### src/rtl/tts_pkg.sv
// Package for the thermocouple thermostat sequencer: sequencer states, phase
// and register codes, fixed-point constants, divider widths and the divider
// status struct. No dependencies.
`timescale 1ns / 1ps

package tts_pkg;

  // parameter defaults
  localparam int OFFSET_SAMPLES_DEF = 21;
  localparam int POLY_DEGREE_DEF    = 5;

  // fixed-point constants
  localparam logic signed [31:0] MV_FACTOR = 32'sd10872;   // 6.48e-4 * 2^24
  localparam logic signed [31:0] CJ_FACTOR = 32'sd930923;  // 13.87183e-3 * 64 * 2^20
  localparam logic signed [43:0] KELVIN_64 = 44'sd17472;   // 273 * 64
  localparam logic [63:0]        CJ_ROUND  = 64'd524288;   // 2^19

  // serial divider sizes
  localparam int DIV_NW = 25;   // dividend / quotient bits
  localparam int DIV_DW = 15;   // divisor bits

  // reading sequence
  localparam logic [1:0] PH_OFS = 2'd0;
  localparam logic [1:0] PH_TC  = 2'd1;
  localparam logic [1:0] PH_SP  = 2'd2;
  localparam logic [1:0] PH_CJ  = 2'd3;

  // register map
  localparam logic [2:0] REG_COEF_1    = 3'd0;
  localparam logic [2:0] REG_COEF_2    = 3'd1;
  localparam logic [2:0] REG_COEF_3    = 3'd2;
  localparam logic [2:0] REG_COEF_4    = 3'd3;
  localparam logic [2:0] REG_COEF_5    = 3'd4;
  localparam logic [2:0] REG_SPAN      = 3'd5;
  localparam logic [2:0] REG_FULL_SCALE = 3'd6;
  localparam logic [2:0] REG_HYST      = 3'd7;

  typedef enum logic [3:0] {
    S_IDLE,
    S_OFSMUL,
    S_OFSGET,
    S_EMUL,
    S_EGET,
    S_HMUL,
    S_HADD,
    S_FMUL,
    S_FGET,
    S_HEAT,
    S_SPMUL,
    S_DIVGO,
    S_DIVWAIT,
    S_CJMUL,
    S_CJGET,
    S_OUT
  } seq_state_t;

  typedef struct packed {
    logic busy;
    logic done;
  } div_stat_t;

endpackage

### src/rtl/thermocouple_thermostat_sequencer.sv
// Top level of the thermocouple thermostat sequencer: register file, reading
// sequencer and datapath. Uses tts_pkg, tts_mul and tts_div.
`timescale 1ns / 1ps

// One ADC conversion is taken per transfer; the block then works on it alone
// with in_stall high and returns exactly one result. After reset the first
// OFFSET_SAMPLES conversions are shorted-input readings averaged into an offset;
// after that the readings cycle thermocouple, setpoint knob, cold junction.
// Work per item, with D = POLY_DEGREE: offset readings are accumulated, the
// last one also takes a reciprocal multiply; thermocouple runs the shared
// 32x32 multiplier D+1 times (Horner form); setpoint takes one multiply then
// the 25-bit serial divider, and a negative knob reading skips both; cold
// junction takes one multiply. The result waits in an output register, so a
// new conversion is taken while the previous result is still stalled.
// Configuration (cfg_ready is always high) should be written while idle.

module thermocouple_thermostat_sequencer #(
  parameter int OFFSET_SAMPLES = tts_pkg::OFFSET_SAMPLES_DEF,  // 1..31
  parameter int POLY_DEGREE    = tts_pkg::POLY_DEGREE_DEF      // 1..5
) (
  input  logic               clk,
  input  logic               rst,
  // conversion input
  input  logic               in_valid,
  output logic               in_stall,
  input  logic signed [15:0] sample,
  // result output
  output logic               out_valid,
  input  logic               out_stall,
  output logic               heater_on,
  output logic [1:0]         phase_done,
  output logic signed [17:0] temperature,
  output logic [10:0]        setpoint_now,
  // configuration writes
  input  logic               cfg_valid,
  output logic               cfg_ready,
  input  logic [2:0]         cfg_index,
  input  logic [31:0]        cfg_data
);
  import tts_pkg::*;

  // offset average: |sum| < 2^20, so ceil(2^26/N) gives the exact quotient
  localparam int OFS_SHIFT = 26;
  localparam int OFS_RECIP = ((1 << OFS_SHIFT) + OFFSET_SAMPLES - 1) / OFFSET_SAMPLES;

  // ---------------------------------------------------------------- config
  logic signed [31:0] coef [5];
  logic [9:0]         span;
  logic [14:0]        full_scale;
  logic [7:0]         hyst;

  assign cfg_ready = 1'b1;

  always_ff @(posedge clk) begin
    if (rst) begin
      coef[0]    <= 32'sd26302009;
      coef[1]    <= '0;
      coef[2]    <= '0;
      coef[3]    <= '0;
      coef[4]    <= '0;
      span       <= 10'd200;
      full_scale <= 15'd30185;
      hyst       <= '0;
    end else if (cfg_valid && cfg_ready) begin
      case (cfg_index)
        REG_COEF_1, REG_COEF_2, REG_COEF_3, REG_COEF_4, REG_COEF_5: begin
          coef[cfg_index] <= cfg_data;
        end
        REG_SPAN:       span       <= cfg_data[9:0];
        REG_FULL_SCALE: full_scale <= cfg_data[14:0];
        REG_HYST:       hyst       <= cfg_data[7:0];
        default: ;
      endcase
    end
  end

  // ---------------------------------------------------------------- state
  seq_state_t state, state_next;

  logic [1:0]         phase;
  logic [1:0]         done_phase;
  logic [4:0]         offset_count;
  logic signed [20:0] offset_sum;
  logic signed [15:0] offset_value;
  logic [10:0]        sp_store;
  logic signed [17:0] cj_store;
  logic signed [17:0] temp_store;
  logic               heater_state;

  logic signed [15:0] s;      // latched conversion
  logic signed [31:0] e_mv;   // millivolts, Q7.24
  logic signed [31:0] acc;    // Horner accumulator, Q11.20
  logic [2:0]         hcnt;   // Horner steps left

  // shared multiplier
  logic signed [31:0] mul_a, mul_b;
  logic signed [63:0] prod;

  tts_mul u_mul (
    .clk (clk),
    .a   (mul_a),
    .b   (mul_b),
    .p   (prod)
  );

  // serial divider for the setpoint
  logic [DIV_NW-1:0] div_n;
  logic [DIV_DW-1:0] div_d;
  logic [DIV_NW-1:0] quot;
  div_stat_t         div_stat;
  logic [20:0]       sum_mag;

  assign sum_mag = offset_sum[20] ? 21'(-offset_sum) : offset_sum;
  assign div_n   = prod[DIV_NW-1:0];
  assign div_d   = full_scale;

  tts_div u_div (
    .clk      (clk),
    .rst      (rst),
    .start    (state == S_DIVGO),
    .dividend (div_n),
    .divisor  (div_d),
    .quotient (quot),
    .stat     (div_stat)
  );

  logic in_xfer;
  assign in_stall = (state != S_IDLE);
  assign in_xfer  = in_valid && !in_stall;

  // ---------------------------------------------------------------- datapath
  logic signed [16:0] s_less_ofs;
  logic signed [40:0] horner_sum;
  logic signed [31:0] horner_sat;
  logic signed [26:0] temp_sum;
  logic signed [17:0] temp_sat;
  logic signed [63:0] cj_rnd;
  logic signed [43:0] cj_sum;
  logic signed [17:0] cj_sat;
  logic [17:0]        hi_lim;
  logic [16:0]        lo_lim;
  logic [15:0]        ofs_q;

  assign s_less_ofs = 17'(s) - 17'(offset_value);
  assign horner_sum = 41'(coef[hcnt - 3'd1]) + 41'($signed(prod[63:24]));
  assign horner_sat = (horner_sum > 41'sd2147483647)  ? 32'sh7FFFFFFF :
                      (horner_sum < -41'sd2147483648) ? 32'sh80000000 :
                      horner_sum[31:0];
  assign temp_sum   = 27'($signed(prod[63:38])) + 27'(cj_store);
  assign temp_sat   = (temp_sum > 27'sd131071)  ? 18'sh1FFFF :
                      (temp_sum < -27'sd131072) ? 18'sh20000 : temp_sum[17:0];
  assign cj_rnd     = prod + $signed(CJ_ROUND);
  assign cj_sum     = cj_rnd[63:20] - KELVIN_64;
  assign cj_sat     = (cj_sum > 44'sd131071)  ? 18'sh1FFFF :
                      (cj_sum < -44'sd131072) ? 18'sh20000 : cj_sum[17:0];
  assign hi_lim     = 18'({1'b0, sp_store} + {4'b0, hyst}) << 6;
  assign lo_lim     = {sp_store, 6'b0};
  assign ofs_q      = prod[OFS_SHIFT+15:OFS_SHIFT];

  // multiplier operand select
  always_comb begin
    mul_a = acc;
    mul_b = e_mv;
    case (state)
      S_OFSMUL: begin
        mul_a = 32'(sum_mag);
        mul_b = 32'(OFS_RECIP);
      end
      S_EMUL: begin
        mul_a = 32'(s_less_ofs);
        mul_b = MV_FACTOR;
      end
      S_SPMUL: begin
        mul_a = {22'b0, span};
        mul_b = 32'(s);
      end
      S_CJMUL: begin
        mul_a = 32'(s);
        mul_b = CJ_FACTOR;
      end
      default: ;
    endcase
  end

  // ---------------------------------------------------------------- sequencer
  always_ff @(posedge clk) begin
    if (rst) state <= S_IDLE;
    else     state <= state_next;
  end

  always_comb begin
    state_next = state;
    case (state)
      S_IDLE: begin
        if (in_xfer) begin
          case (phase)
            PH_OFS: state_next = (32'(offset_count) + 1 >= OFFSET_SAMPLES) ? S_OFSMUL : S_OUT;
            PH_TC:  state_next = S_EMUL;
            PH_SP:  state_next = sample[15] ? S_OUT : S_SPMUL;
            PH_CJ:  state_next = S_CJMUL;
            default: state_next = S_OUT;
          endcase
        end
      end
      S_OFSMUL:  state_next = S_OFSGET;
      S_OFSGET:  state_next = S_OUT;
      S_EMUL:    state_next = S_EGET;
      S_EGET:    state_next = (POLY_DEGREE > 1) ? S_HMUL : S_FMUL;
      S_HMUL:    state_next = S_HADD;
      S_HADD:    state_next = (hcnt == 3'd1) ? S_FMUL : S_HMUL;
      S_FMUL:    state_next = S_FGET;
      S_FGET:    state_next = S_HEAT;
      S_HEAT:    state_next = S_OUT;
      S_SPMUL:   state_next = S_DIVGO;
      S_DIVGO:   state_next = S_DIVWAIT;
      S_DIVWAIT: state_next = div_stat.done ? S_OUT : S_DIVWAIT;
      S_CJMUL:   state_next = S_CJGET;
      S_CJGET:   state_next = S_OUT;
      S_OUT:     state_next = (!out_valid || !out_stall) ? S_IDLE : S_OUT;
      default:   state_next = S_IDLE;
    endcase
  end

  // sequencer-owned registers
  always_ff @(posedge clk) begin
    if (rst) begin
      phase        <= PH_OFS;
      offset_count <= '0;
      offset_sum   <= '0;
      offset_value <= '0;
      sp_store     <= '0;
      cj_store     <= '0;
      temp_store   <= '0;
      heater_state <= 1'b0;
      done_phase   <= PH_OFS;
      hcnt         <= '0;
    end else begin
      case (state)
        S_IDLE: begin
          if (in_xfer) begin
            done_phase <= phase;
            if (phase == PH_OFS) begin
              offset_sum <= offset_sum + 21'(sample);
              if (32'(offset_count) + 1 < OFFSET_SAMPLES) offset_count <= offset_count + 1'b1;
            end else if (phase == PH_SP && sample[15]) begin
              sp_store <= '0;
              phase    <= PH_CJ;
            end
          end
        end
        S_OFSGET: begin
          // truncate toward zero: divide the magnitude, restore the sign
          offset_value <= offset_sum[20] ? 16'(-ofs_q) : ofs_q;
          offset_sum   <= '0;
          offset_count <= '0;
          phase        <= PH_TC;
        end
        S_EGET: hcnt <= 3'(POLY_DEGREE - 1);
        S_HADD: hcnt <= hcnt - 3'd1;
        S_FGET: temp_store <= temp_sat;
        S_HEAT: begin
          // off above setpoint + hysteresis, on below setpoint, else hold
          if (temp_store > $signed({1'b0, hi_lim}))      heater_state <= 1'b0;
          else if (temp_store < $signed({2'b0, lo_lim})) heater_state <= 1'b1;
          phase <= PH_SP;
        end
        S_DIVWAIT: begin
          if (div_stat.done) begin
            sp_store <= (quot > DIV_NW'(2047)) ? 11'd2047 : quot[10:0];
            phase    <= PH_CJ;
          end
        end
        S_CJGET: begin
          cj_store <= cj_sat;
          phase    <= PH_TC;
        end
        default: ;
      endcase
    end
  end

  // datapath registers without reset
  always_ff @(posedge clk) begin
    if (in_xfer) s <= sample;
    if (state == S_EGET) begin
      e_mv <= prod[31:0];
      acc  <= coef[3'(POLY_DEGREE - 1)];
    end
    if (state == S_HADD) acc <= horner_sat;
  end

  // ---------------------------------------------------------------- output
  always_ff @(posedge clk) begin
    if (rst) begin
      out_valid <= 1'b0;
    end else if (state == S_OUT && (!out_valid || !out_stall)) begin
      out_valid <= 1'b1;
    end else if (!out_stall) begin
      out_valid <= 1'b0;
    end
  end

  always_ff @(posedge clk) begin
    if (state == S_OUT && (!out_valid || !out_stall)) begin
      heater_on    <= heater_state;
      phase_done   <= done_phase;
      temperature  <= temp_store;
      setpoint_now <= sp_store;
    end
  end

  // ---------------------------------------------------------------- checks
  a_div_only_waiting: assert property (@(posedge clk) disable iff (rst)
    div_stat.busy |-> (state == S_DIVWAIT))
    else $error("divider busy outside its wait state");

  a_cj_then_tc: assert property (@(posedge clk) disable iff (rst)
    (in_xfer && phase == PH_CJ) |-> ##3 (phase == PH_TC))
    else $error("cold junction reading not followed by thermocouple");

  a_count_bound: assert property (@(posedge clk) disable iff (rst)
    (32'(offset_count) < OFFSET_SAMPLES))
    else $error("offset count out of range");

  a_result_posted: assert property (@(posedge clk) disable iff (rst)
    (state == S_OUT && !out_valid) |=> out_valid)
    else $error("result not posted");

endmodule

### src/rtl/tts_mul.sv
// Shared signed 32x32 multiplier with registered product.
// Depends on nothing beyond the operands it is handed.
`timescale 1ns / 1ps

module tts_mul (
  input  logic               clk,
  input  logic signed [31:0] a,
  input  logic signed [31:0] b,
  output logic signed [63:0] p
);

  always_ff @(posedge clk) begin
    p <= 64'(a) * 64'(b);
  end

endmodule

### src/rtl/tts_div.sv
// Restoring serial divider, one quotient bit per cycle, unsigned operands.
// Uses tts_pkg for widths and the status struct. Divisor zero gives all ones.
`timescale 1ns / 1ps

module tts_div (
  input  logic                       clk,
  input  logic                       rst,
  input  logic                       start,
  input  logic [tts_pkg::DIV_NW-1:0] dividend,
  input  logic [tts_pkg::DIV_DW-1:0] divisor,
  output logic [tts_pkg::DIV_NW-1:0] quotient,
  output tts_pkg::div_stat_t         stat
);
  import tts_pkg::*;

  localparam int CW = $clog2(DIV_NW + 1);

  logic [DIV_NW-1:0] num;
  logic [DIV_DW:0]   rem;
  logic [DIV_DW-1:0] den;
  logic [CW-1:0]     cnt;
  logic [DIV_DW+1:0] trial;
  logic              ge;

  assign trial = {rem, num[DIV_NW-1]};
  assign ge    = trial >= {2'b00, den};

  always_ff @(posedge clk) begin
    if (rst) begin
      stat <= '0;
      cnt  <= '0;
    end else begin
      stat.done <= 1'b0;
      if (start) begin
        stat.busy <= 1'b1;
        cnt       <= CW'(DIV_NW);
      end else if (stat.busy) begin
        cnt <= cnt - 1'b1;
        if (cnt == CW'(1)) begin
          stat.busy <= 1'b0;
          stat.done <= 1'b1;
        end
      end
    end
  end

  always_ff @(posedge clk) begin
    if (start) begin
      num <= dividend;
      den <= divisor;
      rem <= '0;
    end else if (stat.busy) begin
      rem <= ge ? (DIV_DW+1)'(trial - {2'b00, den}) : trial[DIV_DW:0];
      num <= {num[DIV_NW-2:0], ge};
    end
  end

  assign quotient = num;

endmodule

### config.mk
export PLATFORM = sky130hd
export DESIGN_NAME = thermocouple_thermostat_sequencer
export DESIGN_NICKNAME = d
export VERILOG_FILES = /design/src/rtl/tts_pkg.sv /design/src/rtl/thermocouple_thermostat_sequencer.sv /design/src/rtl/tts_mul.sv /design/src/rtl/tts_div.sv
export SDC_FILE = /design/constraint.sdc
export NUM_CORES = 2
export LEC_CHECK = 0
export BUFFER_PORTS_ARGS = -buffer_cell sky130_fd_sc_hd__buf_2
export CAP_MARGIN = 20
export CORE_MARGIN = 4
export CORE_UTILIZATION = 50
export CTS_CLUSTER_SIZE = 25
export DETAILED_ROUTE_END_ITERATION = 8
export GPL_TIMING_DRIVEN = 1
export PLACE_DENSITY = 0.76
export SKIP_LAST_GASP = 1
export SLEW_MARGIN = 5
export SYNTH_ARGS = -nofsm -noshare
export SYNTH_HDL_FRONTEND = slang
export SYNTH_SLANG_ARGS = --single-unit
### constraint.sdc
create_clock -name clk -period 13.54 [get_ports clk]
set_input_delay 2.031 -clock clk [delete_from_list [all_inputs] [get_ports clk]]
set_output_delay 2.031 -clock clk [all_outputs]
set_load 0.005 [all_outputs]
==> metrics.yaml <==
timing:
  timing.max_slew.rel_slack_pct: 23.3
  final.setup.tns_ns: 0
  rsz0062_at_grt: "no"
  fin_skew_ns: 0.0619
  achievable-frequency_ghz: 0.0779
  setup-violations-final: 0
  fin_crit_ns: 12.83
  finalCritPeriodShare_pct: 94.8
  fin_max_slew_vios: 0
  worst_pin_slew_ns: 1.15
  number_of_endpoints_with_negative_hold_slack_in_the_final_report: 0
global_routing:
  grt_antenna_before_repair: 7
  busiest_layer: "met2"
  grt_util_all_layers_pct: 29.9
  grt_pass1_wl_um: 337000
  globalRouteOverflowTotal: 0
  global_route.usage.met2_pct: 46.8
  grt.met3_usage_pct: 7.44
  grt_pass1_vias: 56900
  grt_use_met1_pct: 39.8
  grt_max_degree: 92
place:
  buffer_ports.inserted: 89
  placement_cell_area_mm2: 0.0742
  detailedPlacementHpwl_um: 174000
  gpl.final_weighted_congestion: 1.03
drt:
  drt_iter0_markers: 5189
  vias: 54800
  drt-total-wl_um: 217000
  detail_route.drc_violations: 0
  postRouteAntennaNets: 0
  drt-pass1-iter-count: 9
  drt-wirelength-per-cell_um: 22.7
  detail_route.vias_per_cell: 5.73
synth:
  synth_cell_type_count: 96
  synth_async_reset_ratio_pct: 0
  avg_cell_area_syn_um2: 9.43
  seq_area_frac_synth_pct: 23.6
  synth-edff-count: 408
  primary_flip_flop_cell_chosen_by_synthesis_mapping: "edfxtp_1"
  synth.ff_latch_count: 630
  synthesis.instances: 7492
  post_synth_instance_area_mm2: 0.0707
  synth_warnings: 0
floorplan:
  core_mm2: 0.140
  dieArea_mm2: 0.147
  num_rows: 137
  die_width_um: 384
  io_pins: 91
  start_util_pct: 50.5
  die_height_um: 384
layout:
  final_area_mm2: 0.0766
  post-route-util_pct: 54.8
  nets: 9119
  post_route_cells_drive_above_1_share_pct: 7.70
  area_growth_syn_to_layout_pct: 8.48
  final_cell_mix: "1361 x inv_1, 1088 x fa_1, 891 x nand2_1"
  layout.cells.most_common: "inv_1"
critical_path:
  crit_path_kind: "reg -> reg"
  endpoint_kind: "flop"
  worst_path_max_delay_cell: "fa_1"
  critical_path.max_stage_delay_ns: 0.63
  timing.critical_path.mode_cell: "fa_1"
  cp.arrival_ns: 13.37
  endpoint_required_time_on_the_critical_path_ns: 14.07
  worst_setup_path_start_kind: "flop"
  critPathMaxFanout: 10
outcome:
  outcome: "completed"
run:
  max_cap_viol_count: 0
clock_network:
  clock_insertion_delay_worst_skew_ns: 0.65
  cts_buffer_depth: 3
  ctsHtreeMaxLevel: 3
  clock_tree.root_cell: "clkbuf_16"
  numClockSinks: 630
  clk_transition_reported_paths_ns: 0.06
  cts_tree: "yes"
  holdBufCountCts: 0
  cts_buffers: 69
worst_hold_path:
  timing.hold.worst.class: "reg -> reg"
cells in the mapped netlist, types with 32 or more instances:
master | count | area share, %
nand4_1 | 39 | 0.35
nand2b_1 | 41 | 0.36
ha_1 | 349 | 6.2
xor2_1 | 85 | 1.1
nor2_1 | 810 | 4.3
or3_1 | 48 | 0.43
fa_1 | 1088 | 31
a31oi_1 | 32 | 0.28
nand3_1 | 82 | 0.58
clkbuf_1 | 260 | 1.4
edfxtp_1 | 408 | 17
o22ai_1 | 44 | 0.39
o21a_1 | 38 | 0.40
o21bai_1 | 34 | 0.36
o21ai_0 | 201 | 1.4
and2_1 | 186 | 1.6
nor3_1 | 89 | 0.63
mux2_2 | 32 | 0.51
xnor2_1 | 175 | 2.2
dfxtp_1 | 222 | 6.3
a211oi_1 | 61 | 0.65
a21oi_1 | 246 | 1.7
inv_1 | 1363 | 7.2
mux4_2 | 64 | 2.0
a21o_1 | 84 | 0.89
nand2_1 | 891 | 4.7
critical path, delay by kind of cell (launching register included):
| family | cells | cell delay [ns] |
|---|---|---|
| DFF | 1 | 0.38 |
| adders and majority gates | 11 | 5.19 |
| xor gates and xnor gates | 1 | 0.16 |
| and+or+nand+nor | 9 | 2.13 |
| buffers and inverters | 8 | 0.65 |
| AOI/OAI and AO/OA | 15 | 4.21 |
layer usage:
layer	share of wire, %	vias up
li1	-	24100
met1	39	27400
met2	45	2634
met3	11	572
met4	5.2	4
met5	0.013	-
state kept, by name, indices dropped and copies added, names as in the netlist, 18 cells and up:
register,cells
coef,256
u_mul.p,64
acc,32
e_mv,32
u_div.quotient,25
offset_sum,21
cj_store,18
temp_store,18
temperature,18
kinds of logic after synthesis:
logic type      count (synthesis)  share of synthesized area (%)
xor+xnor                      261                           3.25
mux                           121                           2.90
other cells                     2                         0.0106
simple gates                 2395                           15.2
compound gates                969                           8.98
fa+ha+maj                    1437                           37.0
buf+inv                      1677                           9.00
flops                         630                           23.6
per-stage QoR:
stage	worst slack, ns	hold WS, ns	std cells
after floorplan	1.72	0.408	7587
after global placement	0.799	0.412	9424
after detailed placement	0.843	0.415	9426
after CTS	0.793	0.428	9551
after global routing	0.0202	0.434	9556
final	0.709	0.427	9558
final timing paths:
kind / slack, ns / cells past startpoint / end / startpoint
setup / recovery: 0.71 / 44 / u_mul.p[62]$_DFF_P_ / s[0]$_DFFE_PP_
hold / removal: 0.43 / 0 / u_div.den[1]$_DFFE_PP_ / div_d[1]$_SDFFE_PP0P_
setup reg to reg: 0.71 / 44 / u_mul.p[62]$_DFF_P_ / s[0]$_DFFE_PP_
hold reg to reg: 0.43 / 0 / u_div.den[1]$_DFFE_PP_ / div_d[1]$_SDFFE_PP0P_
final cells by class:
cell class                 instances  area, µm²
sequential                       630      16700
clock buffer                      90       1860
antenna                            2       5.00
inverter                        1363       5120
timing repair buffer             282       1980
tap                             1876       2350
clock inverter                    35        467
fill                           12300      63200
multi-input combinational       5280      48200
what timing repair did:
action	in CTS	in global routing
setup buffers	0	0
gates resized for setup	0	3
setup endpoints to repair	0	1
Power is not shown: default switching activity piles up to over one toggle a cycle in this logic, so the estimate is an artifact.
